### config.mk
export PLATFORM = sky130hd
export DESIGN_NAME = fbpa_cfg
export DESIGN_NICKNAME = d
export VERILOG_FILES = /design/src/sv/fbpa_pkg.sv /design/src/sv/fbpa_cfg.sv
export SDC_FILE = /design/constraint.sdc
export NUM_CORES = 1
export LEC_CHECK = 0
export ABC_AREA = 1
export BUFFER_PORTS_ARGS = -buffer_cell sky130_fd_sc_hd__buf_2
export CAP_MARGIN = 5
export CORE_ASPECT_RATIO = 0.7
export CORE_MARGIN = 4
export CORE_UTILIZATION = 60
export CTS_BUF_LIST = sky130_fd_sc_hd__clkbuf_8
export DETAILED_ROUTE_END_ITERATION = 10
export PLACE_DENSITY_LB_ADDON = 0.25
export SKIP_LAST_GASP = 1
export SYNTH_ARGS = -nofsm -noshare
export SYNTH_HDL_FRONTEND = slang
export SYNTH_SLANG_ARGS = --single-unit
### constraint.sdc
create_clock -name clk -period 6.1 [get_ports clk]
set_input_delay 0 -clock clk [delete_from_list [all_inputs] [get_ports clk]]
set_output_delay 0 -clock clk [all_outputs]
set_load 0.1 [all_outputs]
### src/sv/fbpa_pkg.sv
package fbpa_pkg;

    // Field widths fixed by the port list.
    localparam int HANDLE_W    = 12;
    localparam int ADDR_W      = 20;
    localparam int DATA_W      = 13;
    localparam int PAGE_W      = 17;
    localparam int ALIGN_W     = 4;
    localparam int PAGES_OUT_W = 5;
    localparam int COUNT_W     = 13;
    localparam int CFG_INDEX_W = 2;
    localparam int CFG_DATA_W  = 17;

    // Block size reaches 32768 when the alignment exponent is at its top code.
    localparam int BSIZE_W = 16;
    // Blocks per page never exceed the handle space, so 4096 is the ceiling.
    localparam int BPP_W   = HANDLE_W + 1;

    localparam logic [COUNT_W-1:0] COUNT_MAX = '1;

    // Configuration register indices.
    localparam logic [CFG_INDEX_W-1:0] CFG_DATA_BYTES = 2'd0;
    localparam logic [CFG_INDEX_W-1:0] CFG_PAGE_BYTES = 2'd1;
    localparam logic [CFG_INDEX_W-1:0] CFG_ALIGN_LOG2 = 2'd2;

    // Register values after reset.
    localparam logic [DATA_W-1:0]  DATA_BYTES_RST = 13'd8;
    localparam logic [PAGE_W-1:0]  PAGE_BYTES_RST = 17'd4096;
    localparam logic [ALIGN_W-1:0] ALIGN_LOG2_RST = 4'd3;

    typedef enum logic {
        FUNC_ALLOC = 1'b0,
        FUNC_FREE  = 1'b1
    } func_t;

    typedef enum logic [1:0] {
        ST_ALLOCATED  = 2'd0,
        ST_FREED      = 2'd1,
        ST_NO_PAGES   = 2'd2,
        ST_BAD_HANDLE = 2'd3
    } status_t;

    typedef enum logic [2:0] {
        BK_IDLE,
        BK_CARVE,
        BK_SETTLE,
        BK_POP,
        BK_DONE
    } back_state_t;

    // A request after the front has split the handle into page and index.
    typedef struct packed {
        func_t               func;
        logic [HANDLE_W-1:0] page;
        logic [HANDLE_W-1:0] idx;
    } req_t;

    // Pool geometry and control from the configuration unit.
    typedef struct packed {
        logic               busy;
        logic               clear;
        logic [BSIZE_W-1:0] block_size;
        logic [PAGE_W-1:0]  page_bytes;
        logic [BPP_W-1:0]   blocks_per_page;
    } geom_t;

    typedef struct packed {
        status_t                status;
        logic [HANDLE_W-1:0]    handle;
        logic [ADDR_W-1:0]      addr;
        logic [PAGES_OUT_W-1:0] pages;
        logic [COUNT_W-1:0]     total;
        logic [COUNT_W-1:0]     free;
    } result_t;

endpackage

### src/sv/fbpa_cfg.sv
module fbpa_cfg #(
    parameter int MAX_BLOCKS_PER_PAGE = 256,
    parameter int BLOCK_HEADER_BYTES  = 8,
    parameter int PAGE_HEADER_BYTES   = 8
) (
    input  logic                               clk,
    input  logic                               rst_n,
    input  logic                               cfg_valid,
    output logic                               cfg_ready,
    input  logic [fbpa_pkg::CFG_INDEX_W-1:0]   cfg_index,
    input  logic [fbpa_pkg::CFG_DATA_W-1:0]    cfg_data,
    output fbpa_pkg::geom_t                    geom
);

    import fbpa_pkg::*;

    localparam int DIV_STEPS = PAGE_W;
    localparam int STEP_W    = $clog2(DIV_STEPS + 1);
    localparam int SUM_W     = 17;

    logic [DATA_W-1:0]   data_bytes_reg;
    logic [PAGE_W-1:0]   page_bytes_reg;
    logic [ALIGN_W-1:0]  align_log2_reg;
    logic                start_reg;
    logic [STEP_W-1:0]   step_reg;
    logic [PAGE_W-1:0]   dvd_reg;
    logic [BSIZE_W-1:0]  rem_reg;
    logic [PAGE_W-1:0]   quo_reg;
    logic [BSIZE_W-1:0]  size_reg;
    logic [BPP_W-1:0]    bpp_reg;

    logic                cfg_write;
    logic                we_data, we_page, we_align;
    logic [DATA_W-1:0]   need;
    logic [SUM_W-1:0]    align_mask;
    logic [SUM_W-1:0]    size_full;
    logic [BSIZE_W-1:0]  size_next;
    logic [PAGE_W-1:0]   avail;
    logic [BSIZE_W:0]    rem_shift;
    logic [BSIZE_W:0]    rem_sub;
    logic                fits;
    logic [BSIZE_W-1:0]  rem_next;
    logic [PAGE_W-1:0]   quo_next;
    logic [BPP_W-1:0]    bpp_next;

    assign cfg_ready = 1'b1;
    assign cfg_write = cfg_valid && cfg_ready;

    always_comb
    begin
        we_data  = 1'b0;
        we_page  = 1'b0;
        we_align = 1'b0;
        unique case (cfg_index)
            CFG_DATA_BYTES: we_data  = cfg_write;
            CFG_PAGE_BYTES: we_page  = cfg_write;
            CFG_ALIGN_LOG2: we_align = cfg_write;
            default:        ;
        endcase
    end

    // Block size: payload or block header, whichever is larger, rounded up.
    always_comb
    begin
        need       = (data_bytes_reg > DATA_W'(BLOCK_HEADER_BYTES))
                   ? data_bytes_reg : DATA_W'(BLOCK_HEADER_BYTES);
        align_mask = (SUM_W'(1) << align_log2_reg) - SUM_W'(1);
        size_full  = (SUM_W'(need) + align_mask) & ~align_mask;
        size_next  = BSIZE_W'(size_full);
        avail      = (page_bytes_reg > PAGE_W'(PAGE_HEADER_BYTES))
                   ? page_bytes_reg - PAGE_W'(PAGE_HEADER_BYTES) : '0;
    end

    // One quotient bit per cycle, restoring division.
    always_comb
    begin
        rem_shift = {rem_reg, dvd_reg[PAGE_W-1]};
        rem_sub   = rem_shift - {1'b0, size_reg};
        fits      = rem_shift >= {1'b0, size_reg};
        rem_next  = fits ? rem_sub[BSIZE_W-1:0] : rem_shift[BSIZE_W-1:0];
        quo_next  = {quo_reg[PAGE_W-2:0], fits};
        bpp_next  = (quo_next > PAGE_W'(MAX_BLOCKS_PER_PAGE))
                  ? BPP_W'(MAX_BLOCKS_PER_PAGE) : BPP_W'(quo_next);
    end

    always_ff @(posedge clk or negedge rst_n)
    begin
        if (!rst_n)
        begin
            data_bytes_reg <= DATA_BYTES_RST;
            page_bytes_reg <= PAGE_BYTES_RST;
            align_log2_reg <= ALIGN_LOG2_RST;
            start_reg      <= 1'b1;
            step_reg       <= '0;
        end
        else
        begin
            if (we_data)
            begin
                data_bytes_reg <= cfg_data[DATA_W-1:0];
            end
            if (we_page)
            begin
                page_bytes_reg <= cfg_data[PAGE_W-1:0];
            end
            if (we_align)
            begin
                align_log2_reg <= cfg_data[ALIGN_W-1:0];
            end
            if (we_data || we_page || we_align)
            begin
                start_reg <= 1'b1;
                step_reg  <= '0;
            end
            else if (start_reg)
            begin
                start_reg <= 1'b0;
                step_reg  <= STEP_W'(DIV_STEPS);
            end
            else if (step_reg != '0)
            begin
                step_reg <= step_reg - STEP_W'(1);
            end
        end
    end

    always_ff @(posedge clk)
    begin
        if (start_reg)
        begin
            size_reg <= size_next;
            dvd_reg  <= avail;
            rem_reg  <= '0;
            quo_reg  <= '0;
        end
        else if (step_reg != '0)
        begin
            dvd_reg <= {dvd_reg[PAGE_W-2:0], 1'b0};
            rem_reg <= rem_next;
            quo_reg <= quo_next;
            if (step_reg == STEP_W'(1))
            begin
                bpp_reg <= bpp_next;
            end
        end
    end

    assign geom.busy            = start_reg || (step_reg != '0);
    assign geom.clear           = we_data || we_page || we_align;
    assign geom.block_size      = size_reg;
    assign geom.page_bytes      = page_bytes_reg;
    assign geom.blocks_per_page = bpp_reg;

endmodule

==> impl_metrics.toml, run 1 <==
[timing]
whs_ns = 0.0625
drv_slew = 0
final.min_clock_period_ns = 3.08
finalHoldViolCount = 0
finalSetupViolCount = 0
tns_ns = 0
slew_headroom_pct = 30.5
worst_pin_slew_ns = 1.04
rsz0062_at_grt = "false"
max_freq_mhz = 325
timing.final.crit_share_pct = 50.4
finClkSkew_ns = 0.0137

[grt]
grt_use_total_pct = 25.2
grt_pass1_vias = 5598
grt_pass1_wl_um = 27200
grt_max_degree = 41
antenna_found_initial = 0
globalRouteOverflowTotal = 0

[finish]
num_antenna_cells = 0
stdcell_area_sq_mm = 0.00799
layout_common_cells = "nand2_1 (216), inv_1 (146), o21ai_0 (78)"
drive_above_1_share_pct = 14.0
final_common_cell = "nand2_1"
final_net_count = 1047
area_growth_syn_to_layout_pct = 14.3

[place]
dp_hpwl_um = 11700
io_buffers = 69
place.gp.congestion = 0.954
place_area_sq_mm = 0.00739

[synthesis]
synth.top_cell.area_share_pct = 19.8
yosysWarnings = 0
ys_top_cells_by_area = "edfxtp_1 (20%), dfrtp_1 (13%), nand2_1 (12%)"
synth_cell_types = 41
synth-edff-count = 46
ys_seq_elements = 118
seq_area_frac_synth_pct = 43.3
synth_top_area_cell = "edfxtp_1"
synth_ff_type = "edfxtp_1"
synth_area_per_cell_sq_um = 7.68
synthCells = 910
synth.cell_area_sq_mm = 0.00699
synthArstFlopShare_pct = 33.9

[clock_network]
clkTransAtPathRegs_ns = 0.08
root_buffer = "clkbuf_8"
cts_tree = "built"
cts_resized = 0
cts_num_sinks = 118
clockBufferDepth = 2
cts_htree_levels = 4
clk_latency_ns = 0.43
cts-buffers-inserted = 17

[power_and_ir_drop]
p_seq_share_pct = 30.3
p_int_mw = 2.09
power_switching_mw = 1.96
swShare_pct = 48.4
power.share.clock_pct = 18.4
p_leak_nw = 3.96
ir_drop_v = 0.000218
combPwrFrac_pct = 51.3
p_per_area_mw_per_mm2 = 506

[routing]
drt-pass1-iter-count = 5
via_per_inst = 5.33
drt_iter0_drc = 588
routed_wl_um = 16500
avgRoutedWirePerCell_um = 14.2
drc = 0
ant_nets = 0
vias = 6159

[hold_path]
min-delay-start = "cfg_index[1]"
hp-class = "primary input to register"
hold_depth = 3
hold_end = "align_log2_reg[0]"

[worst_setup_path]
crit_required_ns = 6.45
crit_type = "register to register"
rrSetupSlack_ns = 3.02
worst-path-max-fanout = 36
r2r_start = "start_reg"
critPathCaptureType = "register"
rr_worst_depth = 4
startpoint = "start_reg"
cp.arrival_ns = 3.43
rr_endpoint = "step_reg[0]"
cp-start-kind = "register"

[floorplan]
fp.coreArea_sq_mm = 0.0112
io_pins = 71
die-area_sq_mm = 0.0135
fp.dieW_um = 137
die_h_um = 98.3
num_rows = 32
initial_core_util_pct = 62.3

[run_status]
status = "completed"

[job]
timing.max_cap.violations = 0
==> worst max-delay path by stage <==
| stage | to | cells after the start |
|---|---|---|
| 2_1_floorplan | size_reg[11] | 13 |
| 3_3_place_gp | step_reg[0] | 4 |
| 3_5_place_dp | step_reg[0] | 4 |
| 4_1_cts | step_reg[0] | 4 |
| 5_1_grt | step_reg[0] | 4 |
| 6_report | step_reg[0] | 4 |
==> through the flow <==
stage	setup slack (ns)	utilization [%]	std cells	power (mW)
floorplan	3.49	-	913	2.90
global placement	3.12	66.0	1106	3.23
detailed placement	3.04	66.0	1106	3.27
CTS	3.06	71.2	1156	4.03
global route	2.75	71.2	1156	4.35
finish	3.02	71.2	1156	4.04
==> critical path: stages, from the launching register on <==
cell and delay (ns):
dfstp_2 0.88, clkinv_1 0.98, nand2_1 0.83, o21ai_0 0.14, a21oi_1 0.15
==> logic make-up (layout without fill, tap and decap cells) <==
group	count (synthesis)	after routing	share of synthesized area [%]
and+or+nand+nor	401	401	24.7
DFF	118	118	43.3
muxes	3	3	0.483
xor gates and xnor gates	27	27	3.38
buffers and inverters	181	271	10.3
AOI/OAI and AO/OA	143	143	11.1
adders and majority gates	35	35	6.48
other	2	5	0.107
==> layer usage <==
layer / vias up / GRT usage (%) / wire (um)
met1: 2817 / 37.3 / 7830
met4: 0 / 9.13 / 312
met3: 27 / 4.38 / 1060
met2: 222 / 37.1 / 7260
met5: - / 0 / 0
li1: 3093 / - / -
==> Yosys cell counts, drive strengths merged (10+ instances only) <==
cell type and count:
edfxtp 46, xnor2 15, ha 33, nand4 11
nor2 81, buf 13, o22ai 15, nand3 62
xor2 12, dfxtp 32, nor3 10, inv 149
nand2 225, o21ai 78, dfrtp 35, a21oi 45
clkbuf 18
==> power by group through the flow <==
| stage | registers [mW] | clock network [mW] | logic (mW) |
|---|---|---|---|
| 6_report | 1.22 | 0.743 | 2.08 |
| 5_1_grt | 1.25 | 0.790 | 2.31 |
| 4_1_cts | 1.22 | 0.751 | 2.06 |
| 3_5_place_dp | 1.23 | 0 | 2.04 |
| 3_3_place_gp | 1.23 | 0 | 2.00 |
| 2_1_floorplan | 1.60 | 0 | 1.29 |
==> final cells by class <==
| class | count | area, sq um |
|---|---|---|
| clock buffer | 17 | 234 |
| clock inverter | 15 | 178 |
| fill | 915 | 3220 |
| inverter | 150 | 566 |
| multi-input combinational | 614 | 3250 |
| sequential | 118 | 3030 |
| tap | 153 | 191 |
| timing repair buffer | 89 | 541 |
==> timing repair <==
action	4_1_cts	5_1_grt
hold buffers	18	0
endpoints found under the hold margin	69	0
setup buffers	0	0
Note: power is estimated with default switching activity, not from simulation.
==> run 2: changes to the inputs <==
==> constraint.sdc (replaced) <==
create_clock -name clk -period 2.92 [get_ports clk]
set_input_delay 0 -clock clk [delete_from_list [all_inputs] [get_ports clk]]
set_output_delay 0 -clock clk [all_outputs]
set_load 0.1 [all_outputs]
==> run 2 against run 1 <==
Final cell count is 0.95% higher. Non-clock buffer count rose by 11. Hold slack lost 0.022 ns. Maximum frequency grew 10%. Utilization up 1.7 points. Count of clock-buffer cells in the layout unchanged. Largest cell class unchanged.
==> impl_metrics.toml, run 2 (same netlist as run 1, synthesis figures left out) <==
[run_status]
status = "completed"

[job]
timing.max_cap.violations = 0

[finish]
fillers = 910
stdcell_area_sq_mm = 0.00818
num_antenna_cells = 0
area_growth_syn_to_layout_pct = 17.0
final_common_cell = "nand2_1"
layout_common_cells = "nand2_1 (213), inv_1 (146), o21ai_0 (76)"
final_net_count = 1058
drive_above_1_share_pct = 16.4

[routing]
avgRoutedWirePerCell_um = 14.2
drt-pass1-iter-count = 5
drc = 0
ant_nets = 0
via_per_inst = 5.20
vias = 6066
drt_iter0_drc = 494
routed_wl_um = 16500

[grt]
antenna_found_initial = 0
grt_pass1_wl_um = 27500
grt_use_total_pct = 25.6
grt_max_degree = 41
grt_pass1_vias = 5613
globalRouteOverflowTotal = 0

[floorplan]
fp.dieW_um = 137
io_pins = 71
die-area_sq_mm = 0.0135
die_h_um = 98.3
num_rows = 32
initial_core_util_pct = 62.3
fp.coreArea_sq_mm = 0.0112

[worst_setup_path]
worst-path-max-fanout = 6
crit_required_ns = 3.12
critPathCaptureType = "register"
rr_worst_depth = 14
crit_type = "register to register"
cp-start-kind = "register"
cp.arrival_ns = 2.99

[timing]
finalHoldViolCount = 0
finClkSkew_ns = 0.0130
final.min_clock_period_ns = 2.79
worst_pin_slew_ns = 0.884
timing.final.crit_share_pct = 95.4
slew_headroom_pct = 41.1
rsz0062_at_grt = "true"
finalSetupViolCount = 0
max_freq_mhz = 359
drv_slew = 0

[clock_network]
clkTransAtPathRegs_ns = 0.08
root_buffer = "clkbuf_8"
clockBufferDepth = 2
clk_latency_ns = 0.45
cts_tree = "built"
cts_htree_levels = 4
cts_num_sinks = 118
cts-buffers-inserted = 17

[power_and_ir_drop]
power_mw = 8.74
p_per_area_mw_per_mm2 = 1070
ir_drop_v = 0.000516
p_leak_nw = 4.06

[place]
place.gp.congestion = 0.919
io_buffers = 69
place_area_sq_mm = 0.00746
dp_hpwl_um = 12100

[hold_path]
hold_depth = 3
hp-class = "primary input to register"
-- run 2: what timing repair did --
item | in CTS | in global routing
hold endpoints to repair | 70 | 0
pin swaps | 0 | 8
hold buffers | 19 | 0
resized for setup | 1 | 17
setup buffers | 0 | 1
setup endpoints to repair | 8 | 10
-- run 2: power breakdown --
group | internal, mW | switching [mW] | total [mW]
Clock | 1.02 | 0.730 | 1.75
Combinational | 1.30 | 3.14 | 4.44
Sequential | 2.25 | 0.293 | 2.55
-- run 2: stage by stage --
step	TNS (ns)	hold WS [ns]	std cells	util, %	setup slack (ns)
2_1_floorplan	0	-0.296	913	-	0.310
3_3_place_gp	-0.00721	0.167	1115	66.6	-0.00456
3_5_place_dp	-0.396	0.169	1115	66.6	-0.0823
4_1_cts	0	0.0253	1166	72.4	0.0229
5_1_grt	-0.114	0.0483	1167	72.9	-0.0426
6_report	0	0.0403	1167	72.9	0.134
-- run 2: cell type report --
type | count | area (sq um) | area share (%)
Multi-Input combinational cell | 614 | 3300 | 40.4
Clock inverter | 15 | 226 | 2.77
Tap cell | 153 | 191 | 2.34
Sequential cell | 118 | 3030 | 37.1
Timing Repair Buffer | 100 | 626 | 7.65
Clock buffer | 17 | 234 | 2.86
Inverter | 150 | 566 | 6.92
-- run 2: critical path: stages, from the launching register on --
cell,delay (ns)
dfstp_2,0.60
inv_2,0.08
nand3_1,0.09
ha_2,0.20
nand3_1,0.10
a21oi_2,0.15
nand2_1,0.11
xor2_2,0.17
ha_2,0.39
nand2_2,0.08
nor2_2,0.10
nand3_1,0.10
o2111ai_2,0.09
nand2_1,0.12
nor3b_1,0.15
-- run 2: per-layer routing --
layer  GRT usage, %  routed length [um]  vias up  share of wire [%]
li1               -                   -     3117                  -
met1           38.8                8050     2703                 49
met2           36.8                7080      219                 43
met3           5.66                1130       27                6.8
met4           7.29                 281        0                1.7
met5              0                   0        -                  0
-- run 2: worst paths after layout --
check | startpoint | end | slack [ns]
min in group asynchronous | rst_n | page_bytes_reg[11] | 0.21
worst min register to register | quo_reg[15] | quo_reg[15] | 0.47
max in group asynchronous | rst_n | step_reg[2] | 2.15
worst min-delay path | cfg_index[1] | align_log2_reg[1] | 0.04
worst max-delay path | align_log2_reg[1] | size_reg[12] | 0.13
worst max register to register | align_log2_reg[1] | size_reg[12] | 0.13
==> run 3: changes to the inputs <==
--- a/config.mk
+++ b/config.mk
@@ -13,7 +13,7 @@
 export CORE_UTILIZATION = 60
 export CTS_BUF_LIST = sky130_fd_sc_hd__clkbuf_8
 export DETAILED_ROUTE_END_ITERATION = 10
-export PLACE_DENSITY_LB_ADDON = 0.25
+export PLACE_DENSITY = 0.8
 export SKIP_LAST_GASP = 1
 export SYNTH_ARGS = -nofsm -noshare
 export SYNTH_HDL_FRONTEND = slang
==> run 3 against run 2 <==
Maximum frequency is 0.43% lower. Global-route usage is 0.11 points lower. Sequential share of layout area rose by 0.22 points. Hold slack gained 0.010 ns. Count of clock-buffer cells in the layout grew 1. Utilization fell by 0.44 points.
==> impl_metrics.toml, run 3 (same netlist as run 1, synthesis figures left out) <==
[timing]
finalSetupViolCount = 0
timing.final.crit_share_pct = 95.8
slew_headroom_pct = 27.0
final.min_clock_period_ns = 2.80
finClkSkew_ns = 0.0153
worst_pin_slew_ns = 1.09
rsz0062_at_grt = "true"
max_freq_mhz = 357
drv_slew = 0
finalHoldViolCount = 0

[worst_setup_path]
crit_family = "simple AND/OR/NAND/NOR gates"
path_buf_inv = 0
slowest_stage = "dfstp_2"
cp_common_cell = "nand2_1"
critPathCaptureType = "register"
worst-path-max-fanout = 5
slowest_delay_ns = 0.59
cp.arrival_ns = 2.98
crit_type = "register to register"
cp_cell_sequence = "nor2_1 -> nand2_2 -> ha_4 -> nand3_1 -> a21oi_2 -> nand2_1 -> xor2_1 -> ha_1 -> nand2_1 -> nor2_2 -> nand3_1 -> o2111ai_2 -> nand2_1 -> nor3b_2"
crit_required_ns = 3.10
cp-start-kind = "register"

[finish]
final_net_count = 1054
layout_common_cells = "nand2_1 (215), inv_1 (147), o21ai_0 (77)"
num_antenna_cells = 0
area_growth_syn_to_layout_pct = 16.3
final_cells = 1163
fillers = 901
final_common_cell = "nand2_1"
drive_above_1_share_pct = 15.6

[run_status]
status = "completed"

[place]
dp_hpwl_um = 12100
place.gp.congestion = 0.970
dp_cells = 1112
io_buffers = 69

[hold_path]
hp-class = "primary input to register"

[floorplan]
die_h_um = 98.3
io_pins = 71
fp.coreArea_sq_mm = 0.0112
fp.dieW_um = 137
die-area_sq_mm = 0.0135
initial_core_util_pct = 62.3
num_rows = 32

[clock_network]
cts_tree = "built"
root_buffer = "clkbuf_8"
clkTransAtPathRegs_ns = 0.08
cts_htree_levels = 4
cts-buffers-inserted = 17
clockBufferDepth = 2
cts_num_sinks = 118
clk_latency_ns = 0.45

[power_and_ir_drop]
ir_drop_v = 0.000551
p_leak_nw = 4.03
power_mw = 8.65
p_per_area_mw_per_mm2 = 1060

[grt]
grt_pass1_vias = 5637
grt_max_degree = 41
globalRouteOverflowTotal = 0
grt_pass1_wl_um = 27200
antenna_found_initial = 0
grt_use_total_pct = 25.5

[routing]
drc = 0
ant_nets = 0
vias = 6171
drt_iter0_drc = 461
drt-pass1-iter-count = 5
via_per_inst = 5.31
routed_wl_um = 16800
avgRoutedWirePerCell_um = 14.4

[job]
timing.max_cap.violations = 0
## run 3: cell count changes in the layout (fill, tap and decap cells not counted), sizes merged
cell         change
buf              -3
clkinvlp         +2
inv              -2
dlygate4sd3      -1
bufinv           -1
clkbuf           +1
## run 3: final timing paths
| kind | start | endpoint | slack, ns | depth (start not counted) |
|---|---|---|---|---|
| min reg2reg | quo_reg[15] | quo_reg[15] | 0.47 | 2 |
| min in group asynchronous | rst_n | data_bytes_reg[8] | 0.21 | 2 |
| max reg2reg | align_log2_reg[0] | size_reg[12] | 0.12 | 14 |
| min | cfg_index[1] | align_log2_reg[2] | 0.05 | 3 |
| max in group asynchronous | rst_n | step_reg[4] | 2.13 | 2 |
| max | align_log2_reg[0] | size_reg[12] | 0.12 | 14 |
## run 3: final cells by class
type	instances	area (sq um)	share of cell area, %
multi-input cells	614	3300	40.6
clock buffers	18	248	3.05
clock inverters	14	200	2.46
well taps	153	191	2.36
repair buffers	96	593	7.30
inverters	150	566	6.96
flip-flops and latches	118	3030	37.3
## run 3: where the power goes
group	switching [mW]	leakage, nW	total, mW	internal, mW
clock	0.725	0.221	1.69	0.961
combinational	3.13	2.59	4.42	1.29
sequential	0.289	1.21	2.54	2.26
## run 3: routing by layer
| layer | wire (um) | up-vias | global-route usage, % |
|---|---|---|---|
| met1 | 8100 | 2815 | 37.2 |
| li1 | - | 3106 | - |
| met3 | 1060 | 26 | 5.36 |
| met2 | 7290 | 224 | 38.0 |
| met4 | 342 | 0 | 8.13 |
| met5 | 0 | - | 0 |
## run 3: worst min-delay path: stages
cell     delay [ns]
buf_2          0.11
nand3_1        0.22
o21ai_0        0.12
## run 3: through the flow
step | utilization [%] | setup slack (ns) | hold slack (ns) | TNS (ns) | instance area (sq um)
after floorplan | - | 0.310 | -0.296 | 0 | 7000
after global placement | 66.4 | 0.151 | 0.160 | 0 | 7440
after detailed placement | 66.4 | 0.0747 | 0.175 | 0 | 7440
after CTS | 72.0 | 0.0443 | 0.0315 | 0 | 8070
after global routing | 72.5 | -0.0593 | 0.0649 | -0.0593 | 8130
final | 72.5 | 0.122 | 0.0507 | 0 | 8130
## run 3: timing repair
action	CTS	global route
gates resized for setup	0	12
endpoints found under the hold margin	69	0
buffers inserted	0	1
endpoints found under the setup margin	0	8
hold buffers	18	0
