--- config.mk ---
export PLATFORM = sky130hd
export DESIGN_NAME = fbpa_front
export DESIGN_NICKNAME = d
export VERILOG_FILES = /design/src/sv/fbpa_pkg.sv /design/src/sv/fbpa_front.sv
export SDC_FILE = /design/constraint.sdc
export NUM_CORES = 1
export LEC_CHECK = 0
export ABC_CLOCK_PERIOD_IN_PS = 5100
export BUFFER_PORTS_ARGS = -buffer_cell sky130_fd_sc_hd__buf_2
export CAP_MARGIN = 20
export CORE_ASPECT_RATIO = 1.25
export CORE_UTILIZATION = 57
export CTS_BUF_LIST = sky130_fd_sc_hd__clkbuf_4 sky130_fd_sc_hd__clkbuf_8
export DETAILED_ROUTE_END_ITERATION = 6
export HOLD_SLACK_MARGIN = 0.08
export PLACE_DENSITY = 0.86
export SLEW_MARGIN = 20
export SYNTH_ARGS = -nofsm -noshare
export SYNTH_HDL_FRONTEND = slang
export SYNTH_SLANG_ARGS = --single-unit
--- constraint.sdc ---
create_clock -name clk -period 5.1 [get_ports clk]
set_input_delay 0.255 -clock clk [delete_from_list [all_inputs] [get_ports clk]]
set_output_delay 0.255 -clock clk [all_outputs]
set_load 0.02 [all_outputs]
--- src/sv/fbpa_pkg.sv ---
package fbpa_pkg;

    // Field widths fixed by the port list.
    localparam int HANDLE_W    = 12;
    localparam int ADDR_W      = 20;
    localparam int DATA_W      = 13;
    localparam int PAGE_W      = 17;
    localparam int ALIGN_W     = 4;
    localparam int PAGES_OUT_W = 5;
    localparam int COUNT_W     = 13;
    localparam int CFG_INDEX_W = 2;
    localparam int CFG_DATA_W  = 17;

    // Block size reaches 32768 when the alignment exponent is at its top code.
    localparam int BSIZE_W = 16;
    // Blocks per page never exceed the handle space, so 4096 is the ceiling.
    localparam int BPP_W   = HANDLE_W + 1;

    localparam logic [COUNT_W-1:0] COUNT_MAX = '1;

    // Configuration register indices.
    localparam logic [CFG_INDEX_W-1:0] CFG_DATA_BYTES = 2'd0;
    localparam logic [CFG_INDEX_W-1:0] CFG_PAGE_BYTES = 2'd1;
    localparam logic [CFG_INDEX_W-1:0] CFG_ALIGN_LOG2 = 2'd2;

    // Register values after reset.
    localparam logic [DATA_W-1:0]  DATA_BYTES_RST = 13'd8;
    localparam logic [PAGE_W-1:0]  PAGE_BYTES_RST = 17'd4096;
    localparam logic [ALIGN_W-1:0] ALIGN_LOG2_RST = 4'd3;

    typedef enum logic {
        FUNC_ALLOC = 1'b0,
        FUNC_FREE  = 1'b1
    } func_t;

    typedef enum logic [1:0] {
        ST_ALLOCATED  = 2'd0,
        ST_FREED      = 2'd1,
        ST_NO_PAGES   = 2'd2,
        ST_BAD_HANDLE = 2'd3
    } status_t;

    typedef enum logic [2:0] {
        BK_IDLE,
        BK_CARVE,
        BK_SETTLE,
        BK_POP,
        BK_DONE
    } back_state_t;

    // A request after the front has split the handle into page and index.
    typedef struct packed {
        func_t               func;
        logic [HANDLE_W-1:0] page;
        logic [HANDLE_W-1:0] idx;
    } req_t;

    // Pool geometry and control from the configuration unit.
    typedef struct packed {
        logic               busy;
        logic               clear;
        logic [BSIZE_W-1:0] block_size;
        logic [PAGE_W-1:0]  page_bytes;
        logic [BPP_W-1:0]   blocks_per_page;
    } geom_t;

    typedef struct packed {
        status_t                status;
        logic [HANDLE_W-1:0]    handle;
        logic [ADDR_W-1:0]      addr;
        logic [PAGES_OUT_W-1:0] pages;
        logic [COUNT_W-1:0]     total;
        logic [COUNT_W-1:0]     free;
    } result_t;

endpackage

--- src/sv/fbpa_front.sv ---
module fbpa_front #(
    parameter int MAX_BLOCKS_PER_PAGE = 256
) (
    input  logic                             clk,
    input  logic                             rst_n,
    input  logic                             busy,
    input  logic                             in_valid,
    output logic                             in_ready,
    input  fbpa_pkg::func_t                  func,
    input  logic [fbpa_pkg::HANDLE_W-1:0]    block_handle,
    output logic                             q_valid,
    output fbpa_pkg::req_t                   q_data,
    input  logic                             q_pop
);

    import fbpa_pkg::*;

    // Handle split by multiplying with a rounded-up reciprocal; exact for 12-bit handles.
    localparam int IDX_SHIFT   = $clog2(MAX_BLOCKS_PER_PAGE);
    localparam int RECIP_SHIFT = HANDLE_W + IDX_SHIFT;
    localparam int RECIP_W     = HANDLE_W + 2;
    localparam logic [RECIP_W-1:0] RECIP =
        RECIP_W'(((1 << RECIP_SHIFT) + MAX_BLOCKS_PER_PAGE - 1) / MAX_BLOCKS_PER_PAGE);
    localparam int PROD_W      = HANDLE_W + RECIP_W;
    localparam int FIFO_DEPTH  = 2;
    localparam int PTR_W       = $clog2(FIFO_DEPTH);
    localparam int FILL_W      = $clog2(FIFO_DEPTH + 1);

    logic                 s1_valid_reg;
    func_t                s1_func_reg;
    logic [HANDLE_W-1:0]  s1_handle_reg;
    logic [HANDLE_W-1:0]  s1_page_reg;
    req_t                 fifo_mem_reg [FIFO_DEPTH];
    logic [PTR_W-1:0]     wr_ptr_reg;
    logic [PTR_W-1:0]     rd_ptr_reg;
    logic [FILL_W-1:0]    fill_reg;
    logic [FILL_W-1:0]    fill_next;

    logic [PROD_W-1:0]    recip_prod;
    logic [HANDLE_W-1:0]  page_est;
    logic                 fifo_full;
    logic                 accept;
    logic                 s1_push;
    req_t                 s1_req;

    assign recip_prod = PROD_W'(block_handle) * PROD_W'(RECIP);
    assign page_est   = HANDLE_W'(recip_prod >> RECIP_SHIFT);

    assign fifo_full = fill_reg == FILL_W'(FIFO_DEPTH);
    assign in_ready  = !busy && (!s1_valid_reg || !fifo_full);
    assign accept    = in_valid && in_ready;
    assign s1_push   = s1_valid_reg && !fifo_full;

    assign s1_req.func = s1_func_reg;
    assign s1_req.page = s1_page_reg;
    assign s1_req.idx  = s1_handle_reg - HANDLE_W'(s1_page_reg * MAX_BLOCKS_PER_PAGE);

    assign fill_next = fill_reg + FILL_W'(s1_push) - FILL_W'(q_pop);

    assign q_valid = fill_reg != '0;
    assign q_data  = fifo_mem_reg[rd_ptr_reg];

    always_ff @(posedge clk or negedge rst_n)
    begin
        if (!rst_n)
        begin
            s1_valid_reg <= 1'b0;
            wr_ptr_reg   <= '0;
            rd_ptr_reg   <= '0;
            fill_reg     <= '0;
        end
        else
        begin
            if (accept)
            begin
                s1_valid_reg <= 1'b1;
            end
            else if (s1_push)
            begin
                s1_valid_reg <= 1'b0;
            end
            if (s1_push)
            begin
                wr_ptr_reg <= wr_ptr_reg + PTR_W'(1);
            end
            if (q_pop)
            begin
                rd_ptr_reg <= rd_ptr_reg + PTR_W'(1);
            end
            fill_reg <= fill_next;
        end
    end

    always_ff @(posedge clk)
    begin
        if (accept)
        begin
            s1_func_reg   <= func;
            s1_handle_reg <= block_handle;
            s1_page_reg   <= page_est;
        end
        if (s1_push)
        begin
            fifo_mem_reg[wr_ptr_reg] <= s1_req;
        end
    end

endmodule

==> impl_metrics.py, run 1 <==
metrics = {
    "placement": {
        "placed_cell_area_um2": 1820,
        "port_buffers": 32,
        "hpwl_after_detailed_placement_mm": 1.62,
        "preCtsSetupSlack_ns": 3.12,
        "placed_cells": 154,
        "gp_congestion": 0.696,
    },
    "setup_path": {
        "crit_fanout": 14,
        "worstPathCellList": "mux2_2 > buf_2",
        "critical-path-max-stage-delay_ns": 0.72,
        "crit_slowest_cell": "sky130_fd_sc_hd__dfrtp_1",
        "worstPathRequired_ns": 4.85,
        "crit_type": "flop to output port",
        "critPathLaunchType": "flop",
        "critPathArrivalTime_ns": 1.63,
        "category_of_the_worst_setup_path_capture_point": "output port",
    },
    "routing": {
        "detailedRoute.firstPassIterationCount": 4,
        "viasPerCell": 4.88,
        "wirelength_mm": 2.64,
        "drc": 0,
        "drtIter0Drc": 42,
        "ant_nets": 0,
        "drt-wirelength-per-cell_um": 15.0,
        "dr_total_vias": 858,
    },
    "power_and_ir_drop": {
        "swShare_pct": 31.3,
        "powerDensity_nw_per_um2": 465,
        "switchingPower_uw": 295,
        "seqPwrFrac_pct": 54.1,
        "internal_power_uw": 649,
        "totalPowerFinal_uw": 944,
        "standby_leakage_power_nw": 0.793,
        "relative_contribution_of_the_clock_network_to_total_power_pct": 18.6,
        "vdd_drop_max_mv": 0.396,
        "combPwrFrac_pct": 27.3,
    },
    "job": {
        "timing.max_cap.violations": 0,
    },
    "global_route": {
        "use_met1_pct": 20.7,
        "initial_antenna_violation_count": 0,
        "gr-usage-met3_pct": 6.08,
        "globalRouteOverflowTotal": 0,
        "grt_max_degree": 15,
        "grt_util_met2_pct": 33.2,
        "grt_pass1_vias": 888,
        "grt_first_pass_wirelength_mm": 4.12,
        "global_route.usage.total_pct": 19.5,
        "busiest_layer": "met2",
    },
    "yosys": {
        "cells_after_synthesis": 90,
        "synth_area_leaders": "sky130_fd_sc_hd__edfxtp_1, sky130_fd_sc_hd__dfrtp_1, sky130_fd_sc_hd__mux2_1, sky130_fd_sc_hd__buf_4, sky130_fd_sc_hd__mux2_2",
        "synthesis.area_per_instance_um2": 18.6,
        "total_of_warnings_raised_by_yosys": 0,
        "synth_sequential_area_ratio_pct": 77.4,
        "yosys_register_bits": 44,
        "synthesis.area_um2": 1680,
        "synth.most_common_cell": "sky130_fd_sc_hd__edfxtp_1",
        "synth-edff-count": 39,
        "synth_area_leader_cell": "sky130_fd_sc_hd__edfxtp_1",
        "yosysTopAreaCellShare_pct": 69.9,
        "async_reset_ff_share_pct": 11.4,
        "synth-main-ff-cell": "sky130_fd_sc_hd__edfxtp_1",
        "synth.lib_cells_used.distinct": 19,
        "ys_top_cells_by_count": "sky130_fd_sc_hd__edfxtp_1, sky130_fd_sc_hd__buf_4, sky130_fd_sc_hd__mux2_1, sky130_fd_sc_hd__dfrtp_1",
    },
    "finish": {
        "fill_cells": 172,
        "layout_cell_share_with_drive_strength_beyond_1_pct": 33.8,
        "nNetsFinal": 160,
        "flow.area_growth_from_synthesis_pct": 21.2,
        "antenna_cells": 0,
        "ff_latch_area_um2": 1300,
        "multi_input_logic_area_um2": 322,
        "stdcell_area_um2": 2030,
        "max_reg_flops": 26,
        "final-instance-count-excl-fill": 176,
    },
    "cts": {
        "clock_tree_buffer_depth": 2,
        "cts_htree_levels": 2,
        "numClockSinks": 44,
        "cts-hold-fix-buffers": 12,
        "post_cts_buffers": 0,
        "tritoncts": "done",
        "clock_latency_ns": 0.34,
        "cts_inserted_buffers": 5,
        "cts-root-buf": "sky130_fd_sc_hd__clkbuf_4",
        "worst_setup_hold_path_clk_slew_ns": 0.11,
        "cts_repair_resize_count": 0,
    },
    "floorplan": {
        "core-area_um2": 2730,
        "core.rowCount": 21,
        "floorplan.die.height_um": 62.6,
        "io_pins": 45,
        "floorplan.die.width_um": 50.5,
        "start_util_pct": 61.3,
        "fp.dieArea_um2": 3160,
    },
    "sta": {
        "timing.final.setup_violations": 0,
        "maxSlewViolCount": 0,
        "setup_total_negative_slack_ns": 0,
        "min_period_over_period_pct": 37.0,
        "setup_slack_ns": 3.22,
        "max_slew_margin_pct": 30.4,
        "achievable-frequency_mhz": 531,
        "max_slew.worst_pin.slew_ns": 1.04,
        "fin_worst_skew_ns": 0.00636,
        "rsz_0062_raised_after_global_routing": "false",
        "finalHoldViolations": 0,
        "finalCriticalPeriod_ns": 1.88,
    },
    "min_path": {
        "class_of_the_most_critical_hold_timing_path": "input port to flop",
    },
    "run_status": {
        "run_status": "finished, final reports clean",
    },
}
==> placed cells by master (no fill, tap or decap) <==
master                          instances
sky130_fd_sc_hd__nor2_2                 1
sky130_fd_sc_hd__dlygate4sd3_1         14
sky130_fd_sc_hd__inv_1                  1
sky130_fd_sc_hd__nor2_1                 3
sky130_fd_sc_hd__and3_1                 1
sky130_fd_sc_hd__clkbuf_8               1
sky130_fd_sc_hd__nor3b_2                1
sky130_fd_sc_hd__xor2_1                 1
sky130_fd_sc_hd__clkbuf_4               7
sky130_fd_sc_hd__edfxtp_1              39
sky130_fd_sc_hd__buf_2                 32
sky130_fd_sc_hd__a21bo_1                1
sky130_fd_sc_hd__nand2_1                1
sky130_fd_sc_hd__or2_2                  1
sky130_fd_sc_hd__o21ai_0                1
sky130_fd_sc_hd__xnor2_1                3
sky130_fd_sc_hd__dfrtp_1                5
sky130_fd_sc_hd__nand2b_1               2
sky130_fd_sc_hd__mux2_2                 4
sky130_fd_sc_hd__mux2_1                 9
sky130_fd_sc_hd__a21oi_2                1
sky130_fd_sc_hd__ha_1                   1
sky130_fd_sc_hd__conb_1                12
==> stage by stage <==
stage	utilization, %	hold WS [ns]
6_report	74.3	0.155
5_1_grt	74.3	0.157
4_1_cts	73.5	0.0804
3_5_place_dp	66.7	0.0743
3_3_place_gp	66.7	0.0706
2_1_floorplan	-	-0.0406
==> layout make-up <==
| class | instances | area share, % |
|---|---|---|
| Multi-Input combinational cell | 43 | 15.8 |
| Inverter | 1 | 0.185 |
| Timing Repair Buffer | 46 | 14.8 |
| Clock buffer | 8 | 3.27 |
| Tap cell | 34 | 2.09 |
| Sequential cell | 44 | 63.8 |
==> cell families (layout without fill, tap and decap cells) <==
group                      after synthesis  in the layout  share of synthesized area (%)
xor gates and xnor gates                 4              4                           2.09
and+or+nand+nor                         10             10                           3.36
DFF                                     44             44                           77.4
other                                    1             12                          0.224
adders and majority gates                1              1                          0.747
AOI/OAI and AO/OA                        3              3                           1.42
muxes                                   13             13                           8.74
buffers and inverters                   14             55                           6.05
==> path summary, 6_finish.rpt <==
kind / cells past startpoint / start / slack (ns) / end
max in group asynchronous: 2 / rst_n / 4.71 / wr_ptr_reg
worst min register to register: 0 / s1_handle_reg[9] / 0.46 / fifo_mem_reg[0][13]
min in group asynchronous: 2 / rst_n / 0.25 / s1_valid_reg
worst max-delay path: 2 / rd_ptr_reg / 3.22 / q_data[4]
worst max register to register: 3 / fill_reg[0] / 3.26 / s1_handle_reg[8]
worst min-delay path: 2 / q_pop / 0.16 / rd_ptr_reg
==> routing by layer <==
layer,share of wire [%],wire length (um),vias to the layer above
li1,-,-,409
met1,34,904,412
met2,58,1540,33
met3,5.0,131,4
met4,2.3,61,0
met5,0,0,-
==> critical path: cells and delay by family (launching register included) <==
| family | cells | cell delay [ns] |
|---|---|---|
| DFF | 1 | 0.72 |
| muxes | 1 | 0.41 |
| buffers and inverters | 1 | 0.16 |
==> power groups by stage <==
stage,clock network [mW],registers (mW),logic [mW]
floorplan,0,0.494,0.200
global placement,0,0.514,0.237
detailed placement,0,0.520,0.249
CTS,0.180,0.513,0.258
global route,0.195,0.519,0.278
finish,0.176,0.511,0.257
(Power assumes the default switching activity.)
==> run 2, diff against run 1 <==
--- a/config.mk
+++ b/config.mk
@@ -5,15 +5,15 @@
 export SDC_FILE = /design/constraint.sdc
 export NUM_CORES = 1
 export LEC_CHECK = 0
-export ABC_CLOCK_PERIOD_IN_PS = 5100
+export ABC_CLOCK_PERIOD_IN_PS = 1500
 export BUFFER_PORTS_ARGS = -buffer_cell sky130_fd_sc_hd__buf_2
 export CAP_MARGIN = 20
 export CORE_ASPECT_RATIO = 1.25
-export CORE_UTILIZATION = 57
+export CORE_UTILIZATION = 48
 export CTS_BUF_LIST = sky130_fd_sc_hd__clkbuf_4 sky130_fd_sc_hd__clkbuf_8
 export DETAILED_ROUTE_END_ITERATION = 6
 export HOLD_SLACK_MARGIN = 0.08
-export PLACE_DENSITY = 0.86
+export PLACE_DENSITY = 0.77
 export SLEW_MARGIN = 20
 export SYNTH_ARGS = -nofsm -noshare
 export SYNTH_HDL_FRONTEND = slang
==> constraint.sdc (replaced) <==
create_clock -name clk -period 1.5 [get_ports clk]
set_input_delay 0.075 -clock clk [delete_from_list [all_inputs] [get_ports clk]]
set_output_delay 0.075 -clock clk [all_outputs]
set_load 0.02 [all_outputs]
==> impl_metrics.py, run 2 (synthesis results as in run 1) <==
metrics = {
    "finish": {
        "commonest_cells_after_routing_fill_and_taps_aside": "sky130_fd_sc_hd__edfxtp_1, sky130_fd_sc_hd__buf_2, sky130_fd_sc_hd__dlygate4sd3_1",
        "flow.area_growth_from_synthesis_pct": 30.1,
        "nNetsFinal": 170,
        "max_reg_flops": 26,
        "layout_cell_share_with_drive_strength_beyond_1_pct": 37.5,
        "postLayoutCoreUtil_pct": 66.4,
        "antenna_cells": 0,
        "fill_cells": 232,
        "layout.cells.most_common": "sky130_fd_sc_hd__edfxtp_1",
    },
    "global_route": {
        "grt_max_degree": 14,
        "grt_pass1_vias": 828,
        "initial_antenna_violation_count": 0,
        "globalRouteOverflowTotal": 0,
        "global_route.usage.total_pct": 14.7,
        "grt_first_pass_wirelength_mm": 3.64,
    },
    "routing": {
        "viasPerCell": 4.53,
        "drt-wirelength-per-cell_um": 12.7,
        "drtIter0Drc": 27,
        "wirelength_mm": 2.41,
        "ant_nets": 0,
        "dr_total_vias": 857,
        "detailedRoute.firstPassIterationCount": 4,
        "drc": 0,
    },
    "placement": {
        "gp_congestion": 0.694,
        "preCtsSetupSlack_ns": 0.0603,
        "hpwl_after_detailed_placement_mm": 1.63,
        "port_buffers": 32,
    },
    "setup_path": {
        "critical-path-max-stage-delay_ns": 0.35,
        "crit_slowest_cell": "sky130_fd_sc_hd__dfrtp_1",
        "worstPathRequired_ns": 1.42,
        "crit_fanout": 9,
        "critPathLaunchType": "flop",
        "crit_type": "flop to output port",
        "critPathArrivalTime_ns": 1.31,
        "worstPathCellList": "buf_4 > mux2_2 > buf_2",
        "category_of_the_worst_setup_path_capture_point": "output port",
    },
    "floorplan": {
        "floorplan.die.width_um": 54.8,
        "fp.dieArea_um2": 3730,
        "core.rowCount": 23,
        "start_util_pct": 51.1,
        "floorplan.die.height_um": 68.1,
        "io_pins": 45,
        "core-area_um2": 3280,
    },
    "cts": {
        "worst_setup_hold_path_clk_slew_ns": 0.07,
        "clock_latency_ns": 0.28,
        "numClockSinks": 44,
        "cts-root-buf": "sky130_fd_sc_hd__clkbuf_8",
        "clock_tree_buffer_depth": 2,
        "tritoncts": "done",
        "cts_htree_levels": 2,
        "cts_inserted_buffers": 5,
    },
    "sta": {
        "finalHoldViolations": 0,
        "rsz_0062_raised_after_global_routing": "false",
        "achievable-frequency_mhz": 720,
        "fin_worst_skew_ns": 0.00571,
        "finalCriticalPeriod_ns": 1.39,
        "setup_total_negative_slack_ns": 0,
        "min_period_over_period_pct": 92.6,
        "timing.final.setup_violations": 0,
        "maxSlewViolCount": 0,
        "setup_slack_ns": 0.111,
    },
    "power_and_ir_drop": {
        "powerDensity_nw_per_um2": 1660,
        "vdd_drop_max_mv": 1.35,
        "totalPowerFinal_mw": 3.61,
        "standby_leakage_power_nw": 0.864,
    },
    "min_path": {
        "class_of_the_most_critical_hold_timing_path": "input port to async pin",
    },
    "run_status": {
        "run_status": "finished, final reports clean",
    },
    "job": {
        "timing.max_cap.violations": 0,
    },
}
## run 2: metrics by stage
| step | area (um^2) | hold slack, ns | std cells |
|---|---|---|---|
| final | 2180 | 0.140 | 189 |
| after global routing | 2180 | 0.147 | 189 |
| after CTS | 2170 | 0.119 | 189 |
| after detailed placement | 1900 | -0.0969 | 165 |
| after global placement | 1900 | -0.101 | 165 |
| after floorplan | 1720 | -0.221 | 101 |
## run 2: layout make-up
| class | count | area, um^2 | area share, % |
|---|---|---|---|
| tap | 37 | 46.3 | 2.12 |
| timing repair buffer | 56 | 393 | 18.0 |
| sequential | 44 | 1300 | 59.5 |
| inverter | 1 | 3.75 | 0.172 |
| multi-input combinational | 43 | 329 | 15.1 |
| clock inverter | 2 | 35.0 | 1.61 |
| clock buffer | 6 | 76.3 | 3.50 |
## run 2: power by group
| group | switching [mW] | internal, mW |
|---|---|---|
| logic | 0.614 | 0.491 |
| clock network | 0.349 | 0.512 |
| registers | 0.0744 | 1.57 |
## run 2: final timing paths
path | startpoint | endpoint | slack, ns | depth (start not counted)
max reg2reg | fill_reg[1] | fifo_mem_reg[0][14] | 0.16 | 5
min in group clk | busy | s1_valid_reg | 0.17 | 3
min reg2reg | s1_handle_reg[5] | fifo_mem_reg[0][5] | 0.45 | 0
min | rst_n | s1_valid_reg | 0.14 | 2
max | rd_ptr_reg | q_data[4] | 0.11 | 3
max in group asynchronous | rst_n | rd_ptr_reg | 1.22 | 2
## run 2: worst max-delay path, delay by kind of cell, from the launching register on
kind	cells	cell delay, ns
flops	1	0.35
buf+inv	2	0.34
mux	1	0.35
## run 2: timing repair
item                                    in CTS  in global routing
endpoints found under the setup margin       0                 13
gates resized for setup                      0                  1
hold buffers                                16                  0
endpoints found under the hold margin       20                  0
buffers inserted                             0                  0
## run 2: per-layer routing
metal	vias to the layer above	routed length, um	GRT usage [%]
li1	423	-	-
met1	402	953	15.2
met2	28	1330	27.0
met3	4	93	4.00
met4	0	33	5.77
met5	-	0	0
==> run 3, diff against run 2 <==
--- a/config.mk
+++ b/config.mk
@@ -5,7 +5,7 @@
 export SDC_FILE = /design/constraint.sdc
 export NUM_CORES = 1
 export LEC_CHECK = 0
-export ABC_CLOCK_PERIOD_IN_PS = 1500
+export ABC_CLOCK_PERIOD_IN_PS = 1100
 export BUFFER_PORTS_ARGS = -buffer_cell sky130_fd_sc_hd__buf_2
 export CAP_MARGIN = 20
 export CORE_ASPECT_RATIO = 1.25
==> constraint.sdc (replaced) <==
create_clock -name clk -period 1.1 [get_ports clk]
set_input_delay 0.055 -clock clk [delete_from_list [all_inputs] [get_ports clk]]
set_output_delay 0.055 -clock clk [all_outputs]
set_load 0.02 [all_outputs]
==> impl_metrics.py, run 3 (synthesis results as in run 1) <==
metrics = {
    "run_status": {
        "run_status": "finished, violations left",
        "failed_checks": "negative setup slack",
    },
    "routing": {
        "routed-wl-met2_mm": 1.91,
        "drc": 0,
        "wl_met3_um": 172,
        "drtIter0Drc": 26,
        "top_layer": "met4",
        "drt-wirelength-per-cell_um": 16.8,
        "ant_nets": 0,
        "met1_wire_length_mm": 1.19,
        "viasPerCell": 4.81,
        "wirelength_mm": 3.37,
        "detailedRoute.firstPassIterationCount": 4,
        "dr_total_vias": 967,
    },
    "cts": {
        "clock_tree_buffer_depth": 2,
        "worst_setup_hold_path_clk_slew_ns": 0.08,
        "clock_latency_ns": 0.30,
        "cts-root-buf": "sky130_fd_sc_hd__clkbuf_8",
        "cts_htree_levels": 2,
        "numClockSinks": 44,
        "cts_inserted_buffers": 5,
        "tritoncts": "done",
    },
    "sta": {
        "achievable-frequency_mhz": 711,
        "final.hold.worst_slack_ns": 0.115,
        "maxSlewViolCount": 0,
        "finalHoldViolations": 0,
        "setup_slack_ns": -0.307,
        "timing.final.setup_violations": 57,
        "fin_worst_skew_ns": 0.00974,
        "finalCriticalPeriod_ns": 1.41,
        "rsz_0062_raised_after_global_routing": "true",
        "min_period_over_period_pct": 128,
    },
    "finish": {
        "fill_cells": 189,
        "nNetsFinal": 182,
        "max_reg_flops": 26,
        "layout_cell_share_with_drive_strength_beyond_1_pct": 53.7,
        "layout.cells.most_common": "sky130_fd_sc_hd__edfxtp_1",
        "commonest_cells_after_routing_fill_and_taps_aside": "sky130_fd_sc_hd__edfxtp_1, sky130_fd_sc_hd__buf_6, sky130_fd_sc_hd__buf_2",
        "antenna_cells": 0,
        "flow.area_growth_from_synthesis_pct": 51.3,
    },
    "setup_path": {
        "critical-path-max-stage-delay_ns": 0.42,
        "critical_path_cell_count": 3,
        "crit_fanout": 8,
        "crit_slowest_cell": "sky130_fd_sc_hd__dfrtp_1",
        "worstPathRequired_ns": 1.04,
        "r2r_cells": 5,
        "cell_family_with_the_largest_share_of_critical_path_delay": "flip-flops",
        "worst_path_most_repeated_cell": "sky130_fd_sc_hd__buf_6",
        "crit_type": "flop to output port",
        "worstPathCellList": "buf_6 > mux2_4 > buf_6",
        "critPathLaunchType": "flop",
        "category_of_the_worst_setup_path_capture_point": "output port",
        "critPathArrivalTime_ns": 1.35,
        "crit_buf_inv": 2,
    },
    "floorplan": {
        "core-area_um2": 3280,
        "core.rowCount": 23,
        "fp.dieArea_um2": 3730,
        "io_pins": 45,
        "start_util_pct": 51.1,
        "floorplan.die.width_um": 54.8,
        "floorplan.die.height_um": 68.1,
    },
    "power_and_ir_drop": {
        "totalPowerFinal_mw": 6.09,
        "standby_leakage_power_nw": 1.03,
        "vdd_drop_max_mv": 1.47,
        "powerDensity_nw_per_um2": 2400,
    },
    "placement": {
        "gp_congestion": 0.728,
        "hpwl_after_detailed_placement_mm": 1.86,
        "port_buffers": 32,
    },
    "global_route": {
        "global_route.usage.total_pct": 21.1,
        "grt_first_pass_wirelength_mm": 5.01,
        "globalRouteOverflowTotal": 0,
        "grt_pass1_vias": 993,
        "initial_antenna_violation_count": 0,
        "grt_max_degree": 14,
    },
    "min_path": {
        "class_of_the_most_critical_hold_timing_path": "input port to async pin",
    },
    "job": {
        "timing.max_cap.violations": 0,
    },
}
[run 3: cell count changes in the layout (fill, tap and decap cells not counted), moves of 3 or more]
cell                     previous run  this run
sky130_fd_sc_hd__mux2_2             4         1
sky130_fd_sc_hd__mux2_1             9         0
sky130_fd_sc_hd__mux2_4             0        12
sky130_fd_sc_hd__buf_2             32        18
sky130_fd_sc_hd__buf_6              0        22
[run 3: final cells by class]
cell class	count	area, um^2	share of cell area [%]
Timing Repair Buffer	67	606	23.9
Tap cell	37	46.3	1.83
Inverter	1	3.75	0.148
Clock buffer	6	76.3	3.01
Multi-Input combinational cell	44	470	18.6
Clock inverter	2	35.0	1.38
Sequential cell	44	1300	51.2
[run 3: routing by layer]
layer,global-route usage [%],up-vias
met5,0,-
li1,-,450
met3,7.78,10
met1,22.3,476
met4,7.69,0
met2,37.3,31
[run 3: path summary, 6_finish.rpt]
check / start / endpoint / slack (ns)
hold / removal: rst_n / fill_reg[1] / 0.12
setup / recovery: rd_ptr_reg / q_data[15] / -0.31
min in group clk: busy / s1_valid_reg / 0.19
setup reg to reg: fill_reg[1] / fifo_mem_reg[0][5] / -0.23
max in group asynchronous: rst_n / s1_valid_reg / 0.83
hold reg to reg: s1_handle_reg[4] / fifo_mem_reg[1][4] / 0.45
[run 3: worst reg2reg max path, cell delays in order, from the launching register on]
cell	delay, ns
sky130_fd_sc_hd__dfrtp_1	0.42
sky130_fd_sc_hd__nand2b_4	0.12
sky130_fd_sc_hd__buf_6	0.12
sky130_fd_sc_hd__nand2_8	0.06
sky130_fd_sc_hd__nor2_4	0.16
sky130_fd_sc_hd__buf_6	0.16
[run 3: report_power, final]
group | total [mW] | leakage (nW) | switching (mW) | internal (mW)
logic | 2.58 | 0.558 | 1.14 | 1.44
clock network | 1.20 | 0.0586 | 0.503 | 0.698
registers | 2.31 | 0.418 | 0.156 | 2.15
[run 3: what timing repair did]
item,4_1_cts,5_1_grt
pin swaps,8,5
endpoints found under the setup margin,56,56
cloned,2,0
hold endpoints to repair,20,0
buffers inserted,7,3
resized for setup,55,9
hold buffers,16,0
[run 3: stage by stage]
| stage | instance area (um^2) | setup slack, ns | util (%) | TNS (ns) | instances |
|---|---|---|---|---|---|
| 4_1_cts | 2510 | -0.310 | 76.5 | -9.28 | 201 |
| 6_report | 2530 | -0.307 | 77.3 | -10.52 | 201 |
| 2_1_floorplan | 1750 | -0.0862 | - | -2.98 | 101 |
| 3_5_place_dp | 1950 | -0.164 | 59.6 | -5.04 | 168 |
| 3_3_place_gp | 1950 | -0.106 | 59.6 | -3.15 | 168 |
| 5_1_grt | 2530 | -0.359 | 77.3 | -13.29 | 201 |
